[config.mk]
export PLATFORM = sky130hd
export DESIGN_NAME = lfap_queue
export DESIGN_NICKNAME = d
export VERILOG_FILES = /design/src/sv/lfap_pkg.sv /design/src/sv/lfap_queue.sv
export SDC_FILE = /design/constraint.sdc
export NUM_CORES = 1
export LEC_CHECK = 0
export ABC_AREA = 1
export BUFFER_PORTS_ARGS = -buffer_cell sky130_fd_sc_hd__buf_2
export CELL_PAD_IN_SITES_DETAIL_PLACEMENT = 0
export CELL_PAD_IN_SITES_GLOBAL_PLACEMENT = 1
export CORE_ASPECT_RATIO = 0.75
export CORE_MARGIN = 1.5
export CORE_UTILIZATION = 44
export CTS_CLUSTER_SIZE = 30
export DETAILED_ROUTE_END_ITERATION = 8
export PLACE_DENSITY_LB_ADDON = 0.1
export SLEW_MARGIN = 20
export SYNTH_ARGS = -nofsm -noshare
export SYNTH_HDL_FRONTEND = slang
export SYNTH_SLANG_ARGS = --single-unit
[constraint.sdc]
create_clock -name clk_i -period 3.83 [get_ports clk_i]
set_input_delay 0.1915 -clock clk_i [delete_from_list [all_inputs] [get_ports clk_i]]
set_output_delay 0.1915 -clock clk_i [all_outputs]
set_load 0.02 [all_outputs]
[src/sv/lfap_pkg.sv]
// shared types, constants and the color palette of the led frame animation player
// no dependencies; used by the interfaces and every module of the block
`default_nettype none

package lfap_pkg;

  // request type codes on the input channel
  localparam logic [1:0] REQ_TICK  = 2'd0;
  localparam logic [1:0] REQ_WRITE = 2'd1;
  localparam logic [1:0] REQ_START = 2'd2;

  localparam int unsigned REQ_W   = 2;
  localparam int unsigned ADDR_W  = 11;
  localparam int unsigned WORD_W  = 16;
  localparam int unsigned FC_W    = 7;
  localparam int unsigned PPF_W   = 5;
  localparam int unsigned PIX_W   = 4;
  localparam int unsigned COLOR_W = 24;
  localparam int unsigned ROW_W   = 12;  // frame index times row length plus slot
  localparam int unsigned CFG_W   = 7;   // widest register
  localparam int unsigned CFG_IDX_W = 1;

  // register indexes
  localparam logic [CFG_IDX_W-1:0] CFG_FRAME_COUNT = 1'd0;
  localparam logic [CFG_IDX_W-1:0] CFG_PIXELS      = 1'd1;

  localparam logic [FC_W-1:0]  FRAME_COUNT_RST = 7'd0;
  localparam logic [PPF_W-1:0] PIXELS_RST      = 5'd24;

  localparam int unsigned QUEUE_DEPTH = 2;

  localparam int unsigned HUE_COUNT = 14;
  // entry 13 first, entry 0 last
  localparam logic [HUE_COUNT-1:0][COLOR_W-1:0] HUE_TABLE = {
    24'hffffff, 24'hff0080, 24'hff00ff, 24'h8000ff, 24'h0000ff, 24'h0080ff,
    24'h00ffff, 24'h00ff40, 24'h00ff00, 24'h80ff00, 24'hffff00, 24'hff8000,
    24'hff0000, 24'h000000
  };

  typedef enum logic [1:0] {
    OP_TICK  = 2'd0,
    OP_WRITE = 2'd1,
    OP_START = 2'd2
  } op_e;

  typedef struct packed {
    op_e               op;
    logic [ADDR_W-1:0] addr;
    logic [WORD_W-1:0] value;
  } cmd_t;

  typedef struct packed {
    logic [FC_W-1:0]  frame_count;
    logic [PPF_W-1:0] pixels_per_frame;
  } cfg_t;

  function automatic logic [COLOR_W-1:0] hue_color(input logic [WORD_W-1:0] idx);
    logic [COLOR_W-1:0] c;
    c = '0;
    if (idx < WORD_W'(HUE_COUNT)) begin
      c = HUE_TABLE[idx[3:0]];
    end
    return c;
  endfunction

endpackage

`default_nettype wire

[src/sv/lfap_queue.sv]
// short command queue between front end and player back end
// depends on lfap_pkg for the command type and depth
`default_nettype none

module lfap_queue (
  input  wire logic           clk_i,
  input  wire logic           rst_ni,
  input  wire logic           push_valid_i,
  input  lfap_pkg::cmd_t      push_cmd_i,
  output logic                push_ready_o,
  output logic                pop_valid_o,
  output lfap_pkg::cmd_t      pop_cmd_o,
  input  wire logic           pop_ready_i
);

  localparam int unsigned PTR_W = $clog2(lfap_pkg::QUEUE_DEPTH);
  localparam int unsigned CNT_W = $clog2(lfap_pkg::QUEUE_DEPTH + 1);

  lfap_pkg::cmd_t entry_q [lfap_pkg::QUEUE_DEPTH];
  logic [PTR_W-1:0] wr_ptr_q, wr_ptr_d, rd_ptr_q, rd_ptr_d;
  logic [CNT_W-1:0] count_q, count_d;
  logic push, pop;

  assign push_ready_o = count_q != CNT_W'(lfap_pkg::QUEUE_DEPTH);
  assign pop_valid_o  = count_q != '0;
  assign pop_cmd_o    = entry_q[rd_ptr_q];
  assign push = push_valid_i && push_ready_o;
  assign pop  = pop_valid_o && pop_ready_i;

  always_comb begin
    wr_ptr_d = wr_ptr_q;
    rd_ptr_d = rd_ptr_q;
    count_d  = count_q;
    if (push) begin
      wr_ptr_d = (wr_ptr_q == PTR_W'(lfap_pkg::QUEUE_DEPTH - 1)) ? '0 : wr_ptr_q + PTR_W'(1);
    end
    if (pop) begin
      rd_ptr_d = (rd_ptr_q == PTR_W'(lfap_pkg::QUEUE_DEPTH - 1)) ? '0 : rd_ptr_q + PTR_W'(1);
    end
    if (push && !pop) begin
      count_d = count_q + CNT_W'(1);
    end else if (pop && !push) begin
      count_d = count_q - CNT_W'(1);
    end
  end

  always_ff @(posedge clk_i or negedge rst_ni) begin
    if (!rst_ni) begin
      wr_ptr_q <= '0;
      rd_ptr_q <= '0;
      count_q  <= '0;
    end else begin
      wr_ptr_q <= wr_ptr_d;
      rd_ptr_q <= rd_ptr_d;
      count_q  <= count_d;
    end
  end

  always_ff @(posedge clk_i) begin
    if (push) begin
      entry_q[wr_ptr_q] <= push_cmd_i;
    end
  end

endmodule

`default_nettype wire

# Yosys cells after proc, flatten, opt, wreduce, memory -nomap -nowiden
# Memory sizes are Yosys's and may differ from the RTL's.
# Index checks and enable logic that the tools add are counted.
# totals
register_bits	4
n_memories	1
elab_cells	23
inputBits	33
mem_bits_rw	58
# classes
add_sub_neg	4
n_reduce_logical	8
muxes	6
eq_ne	1
# mem_list
memory	depth	width	read_ports	rd_clocked_by_memory_dff	wr	line_no	rtl
entry_q	2	29	1	0	1	lfap_queue.sv:19	lfap_pkg::cmd_t entry_q [lfap_pkg::QUEUE_DEPTH];
# op_table
operator	n
logical AND 1 bit	4
two-way mux 1 bit	4
two-way mux 2 bit	2
nonzero test 2 bit	2
adder 1 bit (second input constant)	2
adder 2 x 1 -> 2 bit (second input constant)	1
zero test 1 bit	2
!= test 2 bit (second input constant)	1
subtractor 2 x 1 -> 2 bit (second input constant)	1

# Logic depth before layout (Yosys ltp)
# logic_depth
depth_word	6
ltp_mapped	10

# Worst setup path after synthesis
# Ideal clock, no wire load.
# synth_path
kind	reg2reg
start	register count_q[0]
end	memory entry_q[0][0] in the netlist's numbering, enable pin
path_slack_ps	1560
n_path_buf	0
path_stages_with_launch	5
t_arrival_ps	1855
synth_period_minus_slack_ps	2270
t_required_ps	3415
path_cell_list	dfrtp_1 inv_2 nand2_4 nand2_4 nor2_1
# synth_between
elab_chain_cells	4
# synth_lines
element	line_no	rtl
start, declared	lfap_queue.sv:21	logic [CNT_W-1:0] count_q, count_d;
start signal, assigned	lfap_queue.sv:55	count_q <= count_d;
!= test 2 bit	lfap_queue.sv:24	assign push_ready_o = count_q != CNT_W'(lfap_pkg::QUEUE_DEPTH);
via push_ready_o	lfap_queue.sv:10	output logic push_ready_o,
logical AND 1 bit	lfap_queue.sv:27	assign push = push_valid_i && push_ready_o;
two-way mux 1 bit	lfap_queue.sv:60	if (push) begin
two-way mux 1 bit (implied by the code)	lfap_queue.sv:61	entry_q[wr_ptr_q] <= push_cmd_i;
end, declared	lfap_queue.sv:19	
# The timed path passes the listed nets, and every way through them passes these cells.

==> flow_summary.json <==
{
  "power.density_nw_per_um2": 823,
  "htree_num_levels": 3,
  "place_inst": 310,
  "grt_max_degree": 31,
  "root_buffer": "clkbuf_8",
  "wl_per_cell_um": 11.7,
  "setup_ws_ns": 2.17,
  "crit_fanout": 30,
  "synth_warnings": 0,
  "finalSetupViolations": 0,
  "vdd_drop_max_uv": 565,
  "crit_top_cell": "nand2_1",
  "power_w": 0.00244,
  "status": "completed",
  "area_growth_pct": 26.5,
  "place_congestion": 0.692,
  "crit_start": "rd_ptr_q$_DFFE_PN0P_",
  "grt_pass1_vias": 1397,
  "hpwl_mm": 2.43,
  "hold_class": "in2reg",
  "worst_path_largest_cell_delay_ns": 0.39,
  "synthesis.nets": 214,
  "clock_sinks": 62,
  "core-area_um2": 5010,
  "clockBufferDepth": 2,
  "hp-start": "push_cmd_i[1]",
  "avgSynthCellArea_um2": 13.0,
  "hold_violations": 0,
  "initial_core_util": 0.468,
  "grt_antenna_before_repair": 0,
  "die_x_um": 87.3,
  "placementRows": 22,
  "worst_pin_slew_ns": 0.829,
  "maxCapViolations": 0,
  "final_cells": 327,
  "crit_type": "reg2out",
  "ys_seq_area_frac": 0.786,
  "yosysUniqueCellTypes": 14,
  "drc": 0,
  "arrival_ns": 1.47,
  "leakagePower_nw": 1.30,
  "place_ws_ns": 2.16,
  "layout-drive-gt1-share": 0.353,
  "drt_pass1_iterations": 4,
  "ios": 64,
  "syn-instance-count": 180,
  "die_h_um": 66.2,
  "fin_tns_setup_ns": 0,
  "grt_pass1_wl_mm": 6.15,
  "fin_nets": 284,
  "end_kind": "output port",
  "crit_chain": "inv_2 > nand2_1 > nand2_1 > buf_2",
  "cp-start-kind": "flip-flop",
  "cts_tree": "built",
  "vias": 1435,
  "path_delay_family": "buffers and inverters",
  "insertion_delay_ns": 0.33,
  "groute.usage.overall": 0.153,
  "ff2ff_setup_slack_ns": 2.17,
  "clock_skew_ns": 0.00666,
  "slowest_stage": "inv_2",
  "cp_data_required_time_ns": 3.64,
  "antenna_cells": 0,
  "cts_buffers": 9,
  "rsz0062_at_grt": "no",
  "slew_headroom": 0.446,
  "cts.clk_slew.worst_paths_ns": 0.07,
  "drtIter0Drc": 29,
  "ant_nets": 0,
  "min_to": "entry_q[0][1]$_DFFE_PP_",
  "synth_seq_cells": 62,
  "timing.rr.end": "entry_q[1][27]$_DFFE_PP_",
  "synthesis.area_um2": 2340,
  "finalCritPeriodShare": 0.435,
  "die-area_um2": 5780,
  "vias_per_cell": 4.39,
  "rr_worst_depth": 4,
  "period_needed_ns": 1.66,
  "critPathBufInv": 2,
  "io_buffers": 63,
  "slew_violations": 0,
  "wirelength_mm": 3.81,
  "fmax_ghz": 0.601,
  "reg2reg_from": "count_q[0]$_DFFE_PN0P_",
  "whs_path_depth": 1,
  "grt_overflow": 0
}
-- synth_stat cells --
cell type	n	area share
dfrtp_1	4	0.043
nand3_1	2	0.0043
nor2_1	2	0.0032
ha_1	1	0.0053
buf_2	6	0.013
xnor2_1	1	0.0037
nand2_4	2	0.0096
nand2_1	93	0.15
inv_1	3	0.0048
nand4_1	1	0.0027
nand2_2	2	0.0053
edfxtp_1	58	0.74
xor2_2	1	0.0069
inv_2	4	0.0064
-- placed cells by master, fill, tap and decap left out --
cell	n
xnor2_1	1
xor2_2	1
inv_1	3
nand3_1	2
clkinv_2	2
nand2_1	93
nand2_2	2
bufinv_16	2
buf_4	1
clkinvlp_4	1
clkbuf_1	1
nand4_1	1
ha_1	1
buf_2	63
inv_2	4
dfrtp_1	4
nand2_4	2
edfxtp_1	58
nor2_4	2
dlygate4sd3_1	1
clkinv_4	1
clkbuf_8	9
-- per-stage QoR --
| step | hold slack [ns] | util | area [um^2] |
|---|---|---|---|
| after CTS | 0.0284 | 0.592 | 2970 |
| after detailed placement | 0.00665 | 0.547 | 2740 |
| final | 0.0442 | 0.592 | 2970 |
| after global routing | 0.0263 | 0.592 | 2970 |
| after floorplan | -0.104 | - | 2340 |
| after global placement | 0.00723 | 0.547 | 2740 |
-- per-layer routing --
metal,part of all wire,vias to the layer above,track usage
li1,-,737,-
met1,0.41,647,0.162
met2,0.50,46,0.263
met3,0.080,5,0.0787
met4,0.0089,0,0.0536
met5,0,-,0
-- logic make-up (layout without fill, tap and decap cells) --
| kind of cell | Yosys count | count (layout) | share of synthesized area |
|---|---|---|---|
| buffers and inverters | 13 | 88 | 0.0240 |
| adder cells (fa/ha/maj) | 1 | 1 | 0.00534 |
| flip-flops | 62 | 62 | 0.786 |
| XOR/XNOR | 2 | 2 | 0.0107 |
| AND/OR/NAND/NOR | 102 | 102 | 0.174 |
-- worst register-to-register path, cell delays in order (launching register included) --
cell and delay, ns:
dfrtp_1 0.40, inv_2 0.08, nand2_4 0.07, nand2_4 0.08, nor2_4 0.64
-- state kept, by name, summed over array words and instances, names as in the netlist --
register / flops
count_q: 2
wr_ptr_q: 1
entry_q: 58
rd_ptr_q: 1
-- report_power, final --
group	switching [W]	internal [W]
Combinational	0.000611	0.000249
Sequential	0.0000478	0.000932
Clock	0.000236	0.000365
-- worst max-delay path by stage --
| stage | endpoint | slack, ns | depth (start not counted) |
|---|---|---|---|
| after global placement | entry_q[1][22]$_DFFE_PP_ | 2.17 | 4 |
| after floorplan | entry_q[0][0]$_DFFE_PP_ | 1.56 | 4 |
| after global routing | pop_cmd_o[12] | 1.99 | 4 |
| after CTS | pop_cmd_o[11] | 2.11 | 4 |
| after detailed placement | entry_q[1][17]$_DFFE_PP_ | 2.16 | 4 |
| final | pop_cmd_o[11] | 2.17 | 4 |
-- cell type report --
type	instances	area, um^2
Tap cell	72	90.1
Fill cell	443	2040
Inverter	7	26.3
Multi-Input combinational cell	105	460
Sequential cell	62	1840
Clock buffer	10	128
Timing Repair Buffer	65	333
Clock inverter	6	86.3
-- repair_timing --
item | in CTS | in global routing
hold buffers | 1 | 0
buffers inserted | 0 | 0
hold endpoints to repair | 4 | 0
gates resized for setup | 0 | 0
Power figures use the tool's default switching activity.
